===== src/rtl/core/assert_macros.svh =====
// Assertion helpers included by media_rate_meter_unit.sv.
`ifndef ASSERT_MACROS_SVH
`define ASSERT_MACROS_SVH

`ifndef SYNTH

// Same-cycle implication: cons holds whenever ante holds.
`define ASSERT_IMPLY(name, clk, rst, ante, cons) \
  name: assert property (@(posedge clk) disable iff (rst) (ante) |-> (cons)) \
    else $error("same-cycle implication violated");

// Next-cycle implication: cons holds in the cycle after ante.
`define ASSERT_NEXT(name, clk, rst, ante, cons) \
  name: assert property (@(posedge clk) disable iff (rst) (ante) |=> (cons)) \
    else $error("next-cycle implication violated");

`else

`define ASSERT_IMPLY(name, clk, rst, ante, cons)
`define ASSERT_NEXT(name, clk, rst, ante, cons)

`endif

`endif


===== src/rtl/core/mrm_pkg.sv =====
`default_nettype none

package mrm_pkg;

  localparam int TIME_W = 63;
  localparam int CNT_W  = 32;
  localparam int FPS_W  = 16;
  localparam int KBPS_W = 32;

  localparam int NUM_CNT  = 6;
  localparam int NUM_FPS  = 4;
  localparam int NUM_KBPS = 2;

  localparam int SCALE_W = 20;
  localparam int PROD_W  = CNT_W + SCALE_W;
  localparam int NUM_W   = 64;

  localparam logic [SCALE_W-1:0] FPS_SCALE  = 20'd1000000;
  localparam logic [SCALE_W-1:0] KBPS_SCALE = 20'd8000;

  localparam logic [31:0] WINDOW_RESET = 32'd1000000;

  // Byte address bits of the configuration port; bit 2 picks the register.
  localparam int ADDR_W = 3;
  localparam logic REG_WINDOW = 1'b0;

endpackage

`default_nettype wire


===== src/rtl/core/mrm_if.sv =====
`default_nettype none

interface mrm_in_if;
  import mrm_pkg::*;

  logic              valid;
  logic              ready;
  logic [TIME_W-1:0] now_time_us;
  logic              link_up;
  logic              in_call;
  logic [CNT_W-1:0]  sent_video_frames;
  logic [CNT_W-1:0]  recv_video_frames;
  logic [CNT_W-1:0]  sent_audio_frames;
  logic [CNT_W-1:0]  recv_audio_frames;
  logic [CNT_W-1:0]  sent_video_bytes;
  logic [CNT_W-1:0]  recv_video_bytes;

  modport source (
    output valid, now_time_us, link_up, in_call, sent_video_frames, recv_video_frames,
           sent_audio_frames, recv_audio_frames, sent_video_bytes, recv_video_bytes,
    input  ready
  );

  modport sink (
    input  valid, now_time_us, link_up, in_call, sent_video_frames, recv_video_frames,
           sent_audio_frames, recv_audio_frames, sent_video_bytes, recv_video_bytes,
    output ready
  );
endinterface

interface mrm_out_if;
  import mrm_pkg::*;

  logic              valid;
  logic              ready;
  logic [FPS_W-1:0]  sent_video_fps;
  logic [FPS_W-1:0]  recv_video_fps;
  logic [FPS_W-1:0]  sent_audio_fps;
  logic [FPS_W-1:0]  recv_audio_fps;
  logic [KBPS_W-1:0] sent_video_kbps;
  logic [KBPS_W-1:0] recv_video_kbps;

  modport source (
    output valid, sent_video_fps, recv_video_fps, sent_audio_fps, recv_audio_fps,
           sent_video_kbps, recv_video_kbps,
    input  ready
  );

  modport sink (
    input  valid, sent_video_fps, recv_video_fps, sent_audio_fps, recv_audio_fps,
           sent_video_kbps, recv_video_kbps,
    output ready
  );
endinterface

`default_nettype wire


===== src/rtl/core/media_rate_meter_unit.sv =====
// Channel   Dir  Handshake       Word
// --------  ---  --------------  ---------------------------------------------
// in_ch     in   valid / ready   timestamp, link/call flags, six counters
// out_ch    out  valid / ready   four fps rates, two kbps rates
// APB       in   psel / penable  window_us at byte address 0
//
// A word that clears (inactive, no baseline, time not advanced, counter
// dropped) or is quiet below the window passes through accept, evaluate,
// decide and load result before out_ch.valid rises. A word that
// refreshes the rates takes the same steps and, between decide and load,
// works six rates, each one multiply, one add, 64 steps of the shared
// restoring divider and one store.
// in_ch.ready is high only while the sequencer is idle; a finished result
// waits in the output register, and the next word is taken meanwhile.
// Reset (rst, synchronous) clears the baseline and held rates and restores
// the window to one second.
`include "assert_macros.svh"
`default_nettype none

module media_rate_meter_unit (
  input  wire                       clk,
  input  wire                       rst,
  input  wire                       psel,
  input  wire                       penable,
  input  wire                       pwrite,
  input  wire [mrm_pkg::ADDR_W-1:0] paddr,
  input  wire [31:0]                pwdata,
  output logic [31:0]               prdata,
  output logic                      pready,
  mrm_in_if.sink                    in_ch,
  mrm_out_if.source                 out_ch
);
  import mrm_pkg::*;

  typedef enum logic [2:0] {
    ST_IDLE,
    ST_EVAL,
    ST_DECIDE,
    ST_MUL,
    ST_ADD,
    ST_DIV,
    ST_STORE,
    ST_FINISH
  } state_t;

  state_t state;

  // Configuration
  logic [31:0] window_us;

  // Captured word
  logic [TIME_W-1:0] now_time;
  logic              active;
  logic [CNT_W-1:0]  cnt [NUM_CNT];

  // Long-lived state
  logic [CNT_W-1:0]  base_counts [NUM_CNT];
  logic [TIME_W-1:0] base_time;
  logic [FPS_W-1:0]  held_fps [NUM_FPS];
  logic [KBPS_W-1:0] held_kbps [NUM_KBPS];

  // Evaluation results
  logic [CNT_W-1:0]  delta [NUM_CNT];
  logic              went_down;
  logic              any_delta;
  logic              time_ok;
  logic              no_base;
  logic              full;
  logic [TIME_W-1:0] elapsed;

  // Shared divider datapath
  logic [2:0]        k;
  logic [PROD_W-1:0] prod;
  logic [NUM_W-1:0]  quo;
  logic [TIME_W-1:0] rem;
  logic [5:0]        step;

  logic              in_acc;
  logic              cfg_wr;
  logic              clear_cond;
  logic              full_now;
  logic [NUM_W-1:0]  rem_sh;
  logic [NUM_W-1:0]  div_ext;
  logic              div_ge;
  logic [NUM_W-1:0]  rem_sub;
  logic [SCALE_W-1:0] scale;
  logic [CNT_W-1:0]  in_cnt [NUM_CNT];

  assign pready = 1'b1;
  assign cfg_wr = psel && penable && pwrite && pready && (paddr[2] == REG_WINDOW);
  assign prdata = (paddr[2] == REG_WINDOW) ? window_us : 32'd0;

  assign in_ch.ready = (state == ST_IDLE);
  assign in_acc      = in_ch.valid && in_ch.ready;

  assign in_cnt[0] = in_ch.sent_video_frames;
  assign in_cnt[1] = in_ch.recv_video_frames;
  assign in_cnt[2] = in_ch.sent_audio_frames;
  assign in_cnt[3] = in_ch.recv_audio_frames;
  assign in_cnt[4] = in_ch.sent_video_bytes;
  assign in_cnt[5] = in_ch.recv_video_bytes;

  // Any of these forces a clear of the held rates and a fresh baseline.
  assign clear_cond = !active || no_base || !time_ok || went_down;
  assign full_now   = elapsed >= {{(TIME_W-32){1'b0}}, window_us};

  // First four rates are frames per second, last two kilobits per second.
  assign scale = (k < 3'(NUM_FPS)) ? FPS_SCALE : KBPS_SCALE;

  // One restoring step: shift in the next numerator bit, subtract if it fits.
  assign rem_sh  = {rem, quo[NUM_W-1]};
  assign div_ext = {1'b0, elapsed};
  assign div_ge  = rem_sh >= div_ext;
  assign rem_sub = rem_sh - div_ext;

  always_ff @(posedge clk) begin
    if (rst) begin
      state       <= ST_IDLE;
      window_us   <= WINDOW_RESET;
      base_time   <= '0;
      out_ch.valid <= 1'b0;
      k           <= '0;
      step        <= '0;
      for (int i = 0; i < NUM_CNT; i++) begin
        base_counts[i] <= '0;
      end
      for (int i = 0; i < NUM_FPS; i++) begin
        held_fps[i] <= '0;
      end
      for (int i = 0; i < NUM_KBPS; i++) begin
        held_kbps[i] <= '0;
      end
    end else begin
      if (cfg_wr) begin
        window_us <= pwdata;
      end

      // Drop the result once the sink has taken it; the finish state
      // reloads the register itself.
      if (out_ch.valid && out_ch.ready && state != ST_FINISH) begin
        out_ch.valid <= 1'b0;
      end

      case (state)
        ST_IDLE: begin
          if (in_acc) begin
            now_time <= in_ch.now_time_us;
            active   <= in_ch.link_up && in_ch.in_call;
            for (int i = 0; i < NUM_CNT; i++) begin
              cnt[i] <= in_cnt[i];
            end
            state <= ST_EVAL;
          end
        end

        ST_EVAL: begin
          // Deltas and flags against the baseline, all lanes side by side.
          went_down <= 1'b0;
          any_delta <= 1'b0;
          for (int i = 0; i < NUM_CNT; i++) begin
            delta[i] <= cnt[i] - base_counts[i];
            if (cnt[i] < base_counts[i]) begin
              went_down <= 1'b1;
            end
            if (cnt[i] != base_counts[i]) begin
              any_delta <= 1'b1;
            end
          end
          elapsed <= now_time - base_time;
          time_ok <= now_time > base_time;
          no_base <= (base_time == '0);
          state   <= ST_DECIDE;
        end

        ST_DECIDE: begin
          full <= full_now;
          if (clear_cond) begin
            for (int i = 0; i < NUM_FPS; i++) begin
              held_fps[i] <= '0;
            end
            for (int i = 0; i < NUM_KBPS; i++) begin
              held_kbps[i] <= '0;
            end
            for (int i = 0; i < NUM_CNT; i++) begin
              base_counts[i] <= cnt[i];
            end
            base_time <= now_time;
            state     <= ST_FINISH;
          end else if (full_now || any_delta) begin
            k     <= '0;
            state <= ST_MUL;
          end else begin
            // Quiet below the window: hold rates and baseline.
            state <= ST_FINISH;
          end
        end

        ST_MUL: begin
          prod  <= delta[k] * scale;
          state <= ST_ADD;
        end

        ST_ADD: begin
          // Add half the divisor for round-to-nearest.
          quo   <= {{(NUM_W-PROD_W){1'b0}}, prod} + {2'b00, elapsed[TIME_W-1:1]};
          rem   <= '0;
          step  <= '0;
          state <= ST_DIV;
        end

        ST_DIV: begin
          rem  <= div_ge ? rem_sub[TIME_W-1:0] : rem_sh[TIME_W-1:0];
          quo  <= {quo[NUM_W-2:0], div_ge};
          step <= step + 6'd1;
          if (step == 6'(NUM_W-1)) begin
            state <= ST_STORE;
          end
        end

        ST_STORE: begin
          // Saturate the quotient into the held rate of this lane.
          if (k < 3'(NUM_FPS)) begin
            held_fps[k[1:0]] <= (|quo[NUM_W-1:FPS_W]) ? '1 : quo[FPS_W-1:0];
          end else begin
            held_kbps[k[0]] <= (|quo[NUM_W-1:KBPS_W]) ? '1 : quo[KBPS_W-1:0];
          end
          if (k == 3'(NUM_CNT-1)) begin
            if (full) begin
              for (int i = 0; i < NUM_CNT; i++) begin
                base_counts[i] <= cnt[i];
              end
              base_time <= now_time;
            end
            state <= ST_FINISH;
          end else begin
            k     <= k + 3'd1;
            state <= ST_MUL;
          end
        end

        ST_FINISH: begin
          // Hold until the output register is free, then load it.
          if (!out_ch.valid || out_ch.ready) begin
            out_ch.valid           <= 1'b1;
            out_ch.sent_video_fps  <= held_fps[0];
            out_ch.recv_video_fps  <= held_fps[1];
            out_ch.sent_audio_fps  <= held_fps[2];
            out_ch.recv_audio_fps  <= held_fps[3];
            out_ch.sent_video_kbps <= held_kbps[0];
            out_ch.recv_video_kbps <= held_kbps[1];
            state                  <= ST_IDLE;
          end
        end

        default: begin
          state <= ST_IDLE;
        end
      endcase
    end
  end

  `ASSERT_NEXT(a_accept_busy, clk, rst, in_acc, !in_ch.ready && state == ST_EVAL)
  `ASSERT_IMPLY(a_rem_below_div, clk, rst, state == ST_DIV, rem < elapsed)
  `ASSERT_IMPLY(a_lane_range, clk, rst, state == ST_STORE || state == ST_MUL, k < 3'(NUM_CNT))
  `ASSERT_NEXT(a_clear_zero, clk, rst, state == ST_DECIDE && clear_cond, held_fps[0] == '0 && held_kbps[1] == '0 && base_time == $past(now_time))

endmodule

`default_nettype wire

===== src/flat_wrapper.sv =====
// flat-port wrapper written by rule: the top's interface ports become plain ports
module media_rate_meter_unit_flat import mrm_pkg::*;
  (clk, rst, psel, penable, pwrite, paddr, pwdata, prdata, pready, in_ch_valid, in_ch_now_time_us, in_ch_link_up, in_ch_in_call, in_ch_sent_video_frames, in_ch_recv_video_frames, in_ch_sent_audio_frames, in_ch_recv_audio_frames, in_ch_sent_video_bytes, in_ch_recv_video_bytes, in_ch_ready, out_ch_valid, out_ch_sent_video_fps, out_ch_recv_video_fps, out_ch_sent_audio_fps, out_ch_recv_audio_fps, out_ch_sent_video_kbps, out_ch_recv_video_kbps, out_ch_ready);
  mrm_in_if in_ch_i ();
  mrm_out_if out_ch_i ();
  input  wire clk;
  input  wire rst;
  input  wire psel;
  input  wire penable;
  input  wire pwrite;
  input  wire [mrm_pkg::ADDR_W-1:0] paddr;
  input  wire [31:0] pwdata;
  output logic [31:0] prdata;
  output logic pready;
  input wire logic [$bits(in_ch_i.valid)-1:0] in_ch_valid;
  input wire logic [$bits(in_ch_i.now_time_us)-1:0] in_ch_now_time_us;
  input wire logic [$bits(in_ch_i.link_up)-1:0] in_ch_link_up;
  input wire logic [$bits(in_ch_i.in_call)-1:0] in_ch_in_call;
  input wire logic [$bits(in_ch_i.sent_video_frames)-1:0] in_ch_sent_video_frames;
  input wire logic [$bits(in_ch_i.recv_video_frames)-1:0] in_ch_recv_video_frames;
  input wire logic [$bits(in_ch_i.sent_audio_frames)-1:0] in_ch_sent_audio_frames;
  input wire logic [$bits(in_ch_i.recv_audio_frames)-1:0] in_ch_recv_audio_frames;
  input wire logic [$bits(in_ch_i.sent_video_bytes)-1:0] in_ch_sent_video_bytes;
  input wire logic [$bits(in_ch_i.recv_video_bytes)-1:0] in_ch_recv_video_bytes;
  output wire logic [$bits(in_ch_i.ready)-1:0] in_ch_ready;
  output wire logic [$bits(out_ch_i.valid)-1:0] out_ch_valid;
  output wire logic [$bits(out_ch_i.sent_video_fps)-1:0] out_ch_sent_video_fps;
  output wire logic [$bits(out_ch_i.recv_video_fps)-1:0] out_ch_recv_video_fps;
  output wire logic [$bits(out_ch_i.sent_audio_fps)-1:0] out_ch_sent_audio_fps;
  output wire logic [$bits(out_ch_i.recv_audio_fps)-1:0] out_ch_recv_audio_fps;
  output wire logic [$bits(out_ch_i.sent_video_kbps)-1:0] out_ch_sent_video_kbps;
  output wire logic [$bits(out_ch_i.recv_video_kbps)-1:0] out_ch_recv_video_kbps;
  input wire logic [$bits(out_ch_i.ready)-1:0] out_ch_ready;
  assign in_ch_i.valid = in_ch_valid;
  assign in_ch_i.now_time_us = in_ch_now_time_us;
  assign in_ch_i.link_up = in_ch_link_up;
  assign in_ch_i.in_call = in_ch_in_call;
  assign in_ch_i.sent_video_frames = in_ch_sent_video_frames;
  assign in_ch_i.recv_video_frames = in_ch_recv_video_frames;
  assign in_ch_i.sent_audio_frames = in_ch_sent_audio_frames;
  assign in_ch_i.recv_audio_frames = in_ch_recv_audio_frames;
  assign in_ch_i.sent_video_bytes = in_ch_sent_video_bytes;
  assign in_ch_i.recv_video_bytes = in_ch_recv_video_bytes;
  assign in_ch_ready = in_ch_i.ready;
  assign out_ch_valid = out_ch_i.valid;
  assign out_ch_sent_video_fps = out_ch_i.sent_video_fps;
  assign out_ch_recv_video_fps = out_ch_i.recv_video_fps;
  assign out_ch_sent_audio_fps = out_ch_i.sent_audio_fps;
  assign out_ch_recv_audio_fps = out_ch_i.recv_audio_fps;
  assign out_ch_sent_video_kbps = out_ch_i.sent_video_kbps;
  assign out_ch_recv_video_kbps = out_ch_i.recv_video_kbps;
  assign out_ch_i.ready = out_ch_ready;
  media_rate_meter_unit u_core (.clk(clk), .rst(rst), .psel(psel), .penable(penable), .pwrite(pwrite), .paddr(paddr), .pwdata(pwdata), .prdata(prdata), .pready(pready), .in_ch(in_ch_i), .out_ch(out_ch_i));
endmodule

===== config.mk =====
export PLATFORM = sky130hd
export DESIGN_NAME = media_rate_meter_unit_flat
export DESIGN_NICKNAME = d
export VERILOG_FILES = /design/src/rtl/core/mrm_pkg.sv /design/src/rtl/core/mrm_if.sv /design/src/rtl/core/media_rate_meter_unit.sv /design/src/flat_wrapper.sv
export VERILOG_INCLUDE_DIRS = /design/src /design/src/rtl/core
export SDC_FILE = /design/constraint.sdc
export NUM_CORES = 2
export LEC_CHECK = 0
export ABC_AREA = 1
export BUFFER_PORTS_ARGS = -buffer_cell sky130_fd_sc_hd__buf_2
export CORE_MARGIN = 2
export CORE_UTILIZATION = 55
export CTS_BUF_LIST = sky130_fd_sc_hd__clkbuf_4 sky130_fd_sc_hd__clkbuf_8
export CTS_CLUSTER_DIAMETER = 100
export DETAILED_ROUTE_END_ITERATION = 12
export GPL_TIMING_DRIVEN = 1
export PLACE_DENSITY_LB_ADDON = 0.15
export SKIP_LAST_GASP = 1
export SLEW_MARGIN = 30
export SYNTH_ARGS = -nofsm -noshare
export SYNTH_HDL_FRONTEND = slang
export SYNTH_SLANG_ARGS = --single-unit

===== constraint.sdc =====
create_clock -name clk -period 41.4 [get_ports clk]
set_input_delay 4.14 -clock clk [delete_from_list [all_inputs] [get_ports clk]]
set_output_delay 4.14 -clock clk [all_outputs]
set_load 0.02 [all_outputs]

==> results by stage <==
Run status:
- The run finished with clean final reports.

STA:
- The count of pins over their slew limit was 0.
- After layout, the minimum clock period comes to 9.00 ns.
- Setup violations remaining at the end of the flow were counted as 0.
- The final critical-path setup slack is 32.40 ns.
- Setup repair after global routing left no endpoint under its margin.
- The final count of hold timing violations is 0.
- At the pin with the least slew margin, the transition time is approximately 1.1 ns.
- Measured against its own limit, the worst slew margin works out to 27.6%.
- The maximum clock rate is 111 MHz.
- The clock skew is 0.0524 ns.
- For the final routed database, the setup TNS stands at 0 ns.
- The share of the cycle needed by the critical path after routing is 21.7%.

Clocking:
- The TritonCTS clock tree is built.
- CTS placed an instance of sky130_fd_sc_hd__clkbuf_8 at the clock tree root.
- For the worst-skew pair, the clock arrives at the later sink with an insertion delay of 1.00 ns.
- TritonCTS created between 200 and 250 clock buffers.
- The maximum buffer depth of the clock tree is 3.
- The number of post-CTS setup repair buffers is 0.
- For this design, the CTS-stage hold fixing added 0 buffers.
- Clock tree synthesis found a total of approximately 1200 sinks.
- The H-tree was split into 4 levels.
- The clock transition at the registers of the reported paths is 0.06 ns.
- The count of cells resized by post-cts repair is 0.

Power:
- Net switching is 46.4% of the power.
- In this run, flip-flops and latches consume a little over a quarter of the power.
- Of the total power, combinational logic draws 56.6%.
- Cell internal power was estimated by the tool at 0.00354 W.
- The power share of the clock group is between 10% and 20%.
- The analysis attributes to cell leakage a power of 42.0 nW.
- The completed layout was analyzed and its total power is 0.00660 W.
- The peak supply drop is between 0.0001 and 0.00015 V.
- In this run the power spent charging and discharging nets is slightly above 0.003 W.
- Dividing total power by cell area gives a power density of 72.0 mW/mm^2.

Die:
- The die area is 0.154 mm^2.
- The initial core utilization is 55.4%.
- The floorplan core area is 0.150 mm^2.
- The cell row count is 142.
- The width of the die is 392 um.
- The count of boundary I/O pins is 462.
- From bottom edge to top edge, the die measures 392 um.

Hold path:
- The min-delay analysis places its worst path in the category flop to flop.
- The worst hold path was traced through 0 stages.

Routing:
- The via count normalized by instance count is 5.39.
- In the final routed layout, each cell accounts on average for 20.2 um.
- The iteration-0 DRC count of the detailed router is 5758.
- The number of vias after detailed routing is 66668.
- The number of nets with antenna violations after routing is 0.
- The final wirelength is between 200 and 300 mm.
- After detailed routing, the number of remaining DRC violations is 0.
- Before antenna repair, the detailed router went through 7 iterations.

Synth:
- Dividing the synthesized area by the synthesized cell count gives 8.61 um^2.
- The number of enable-type register cells in the synthesized netlist is ~1100.
- After technology mapping, the gate count stands at 9631.
- The mapped netlist covers 0.0829 mm^2.
- The area share of the largest cell type after synthesis is 41.2%.
- The number of distinct standard cells referenced by the synthesized netlist is 62.
- The most common flop cell mapped by yosys is sky130_fd_sc_hd__edfxtp_1.
- Yosys printed 0 warnings.
- Synthesis produced a netlist with a net count of 10795.
- The number of register bits inferred by synthesis is around 1200.
- Sequential cells were found to cover a little over two fifths of the synthesized design area.
- By area the synthesized netlist is led by sky130_fd_sc_hd__edfxtp_1 41%, sky130_fd_sc_hd__ha_1 9.2%, sky130_fd_sc_hd__nand2_1 9.1%.
- The post-synthesis async set-or-reset flop share is 0%.
- Summed over all instances, the cell type with the most area after synthesis is sky130_fd_sc_hd__edfxtp_1.

Critical path:
- The worst-case reg-to-reg path depth is 27.
- The worst endpoint data arrival time is 4.86 ns.
- The maximum fanout along the worst path is 33.
- Walking the worst path, the cells encountered are buf_2 -> nor2_1 -> buf_2.
- The total stage count of the critical path is 3.
- The most prevalent standard cell on the critical path is sky130_fd_sc_hd__buf_2.
- The number of buffers and inverters on the critical path is 2.
- On the worst path, the slowest cell contributes a delay of 0.41 ns.
- The category of the most critical setup path is primary input to primary output.
- The endpoint type of the worst setup path is a primary output.
- Data on the critical path is required at its endpoint by 37.26 ns.
- The slowest stage of the critical path belongs to the cell sky130_fd_sc_hd__buf_2.
- On the critical path the largest part of the delay comes from buffers and inverters.
- STA classifies the critical path startpoint as a primary input.

Layout:
- The multi-input combinational cells in the finished layout cover a total of 0.0390 mm^2.
- The top cell types in the final layout, fill and taps aside, are 2003 x sky130_fd_sc_hd__nand2_1, 1808 x sky130_fd_sc_hd__inv_1, 1137 x sky130_fd_sc_hd__edfxtp_1.
- The most common library cell in the layout ignoring fill and taps is sky130_fd_sc_hd__nand2_1.
- Counting the fill cells in the layout gives 13296.
- From synthesis to final layout, the design area changed by 10.5%.
- Cells with a size suffix above 1 make up approximately 8.8% of the layout.
- The total area of sequential cells is 0.0364 mm^2.
- For this run, the post-layout net count is between 10000 and 15000.
- The fraction of the core area covered by cells at the end of the flow is approximately 60%.

Placed design:
- Input and output buffers added on the ports amount to 458.
- The post-place setup slack is 32.42 ns.
- The wire-length estimate of the detail-placed layout is ~200 mm.
- Routability-driven placement finished with a final weighted congestion of around 1.0.

GRT:
- The via count of the first global-routing pass was roughly 64000.
- Entering global routing, the biggest net connects 118 pins.
- Across every metal layer, demand over resource in global routing totals 32.5%.
- Global routing finished with a remaining overflow of 0.
- The initial antenna violation count is 6.
- The global-route wire length before repair is about 380 mm.

Flow run:
- The tool flagged a number of max-cap violations equal to 0.
worst register-to-register path, cell delays in order (launching register included):
cell,delay [ns]
sky130_fd_sc_hd__dfxtp_4,0.52
sky130_fd_sc_hd__buf_4,0.63
sky130_fd_sc_hd__o21ai_0,0.35
sky130_fd_sc_hd__o22a_1,0.24
sky130_fd_sc_hd__o21ai_1,0.37
sky130_fd_sc_hd__inv_1,0.28
sky130_fd_sc_hd__nor2_1,0.37
sky130_fd_sc_hd__inv_1,0.12
sky130_fd_sc_hd__fa_1,0.51
sky130_fd_sc_hd__fa_1,0.51
sky130_fd_sc_hd__inv_1,0.05
sky130_fd_sc_hd__fa_1,0.50
sky130_fd_sc_hd__inv_1,0.05
sky130_fd_sc_hd__fa_1,0.46
sky130_fd_sc_hd__fa_1,0.54
sky130_fd_sc_hd__inv_1,0.04
sky130_fd_sc_hd__ha_1,0.29
sky130_fd_sc_hd__ha_1,0.30
sky130_fd_sc_hd__ha_1,0.38
sky130_fd_sc_hd__a21oi_1,0.17
sky130_fd_sc_hd__nand2_1,0.19
sky130_fd_sc_hd__a21boi_1,0.35
sky130_fd_sc_hd__o21ai_0,0.28
sky130_fd_sc_hd__a21oi_1,0.35
sky130_fd_sc_hd__nand3b_1,0.19
sky130_fd_sc_hd__nand2_1,0.07
sky130_fd_sc_hd__nand2_1,0.05
sky130_fd_sc_hd__nand2_1,0.09
flip-flops by register name (all words and copies together) (netlist names), 32 cells and up, named ones only:
signal,cells
out_ch_recv_video_kbps,32
out_ch_sent_video_kbps,32
u_core.base_counts,192
u_core.base_time,63
u_core.cnt,192
u_core.delta,192
u_core.elapsed,63
u_core.held_fps,64
u_core.held_kbps,64
u_core.now_time,63
u_core.prod,46
u_core.quo,64
u_core.rem,63
u_core.window_us,32
worst paths after layout:
check,start,endpoint,slack [ns]
max,paddr[2],prdata[18],32.40
min,u_core.held_kbps[0][29],out_ch_sent_video_kbps[29],0.40
max reg2reg,flop,u_core.prod[40],32.91
min reg2reg,u_core.held_kbps[0][29],out_ch_sent_video_kbps[29],0.40
synthesized netlist by cell type, types with 17 or more instances:
cell type,number
sky130_fd_sc_hd__xor2_1,235
sky130_fd_sc_hd__a21o_1,49
sky130_fd_sc_hd__dfxtp_1,111
sky130_fd_sc_hd__ha_1,612
sky130_fd_sc_hd__o21bai_1,73
sky130_fd_sc_hd__xnor2_1,107
sky130_fd_sc_hd__nand2_2,17
sky130_fd_sc_hd__buf_2,35
sky130_fd_sc_hd__inv_1,1809
sky130_fd_sc_hd__a31oi_1,23
sky130_fd_sc_hd__nor4_1,58
sky130_fd_sc_hd__edfxtp_1,1137
sky130_fd_sc_hd__o21ai_1,53
sky130_fd_sc_hd__nor2_1,1139
sky130_fd_sc_hd__buf_6,25
sky130_fd_sc_hd__o21ai_0,490
sky130_fd_sc_hd__a21oi_1,625
sky130_fd_sc_hd__nor3_1,100
sky130_fd_sc_hd__nand4_1,91
sky130_fd_sc_hd__clkbuf_1,62
sky130_fd_sc_hd__fa_1,253
sky130_fd_sc_hd__nand2_1,2004
sky130_fd_sc_hd__nand3_1,315
area by class of cell:
class / instances / share of cell area (%)
Tap cell: 2016 / 2.75
Multi-Input combinational cell: 6413 / 42.5
Inverter: 1826 / 7.49
Sequential cell: 1248 / 39.7
Clock buffer: 267 / 3.63
Timing Repair Buffer: 506 / 2.97
Antenna cell: 8 / 0.0218
Clock inverter: 96 / 0.913
logic make-up after synthesis:
| family | count (synthesis) | share of synthesized area, % |
|---|---|---|
| fa+ha+maj | 865 | 15.3 |
| flops | 1248 | 43.8 |
| simple gates | 3777 | 18.4 |
| xor+xnor | 342 | 3.61 |
| buf+inv | 1970 | 9.26 |
| other cells | 1 | 0.00452 |
| compound gates | 1428 | 9.50 |
power by group through the flow:
stage          clock network (W)  registers [W]  logic, W
2_1_floorplan                  0        0.00176   0.00266
3_5_place_dp                   0        0.00178   0.00366
3_3_place_gp                   0        0.00178   0.00366
5_1_grt                  0.00118        0.00177   0.00425
6_report                 0.00110        0.00176   0.00373
4_1_cts                  0.00113        0.00176   0.00371
metal layers:
metal  track usage (%)  wire (um)
met3              4.45      16100
met1              42.3     105000
met2              52.3     114000
met5                 0         50
met4              18.3      15500
per-stage QoR:
step                area (um^2)  hold WS [ns]  std cells
global route              91600         0.410      12375
detailed placement        87400         0.405      12007
finish                    91600         0.395      12380
global placement          87400         0.401      12006
CTS                       91600         0.390      12370
floorplan                 82900         0.400       9631
Power figures use the tool's default switching activity.
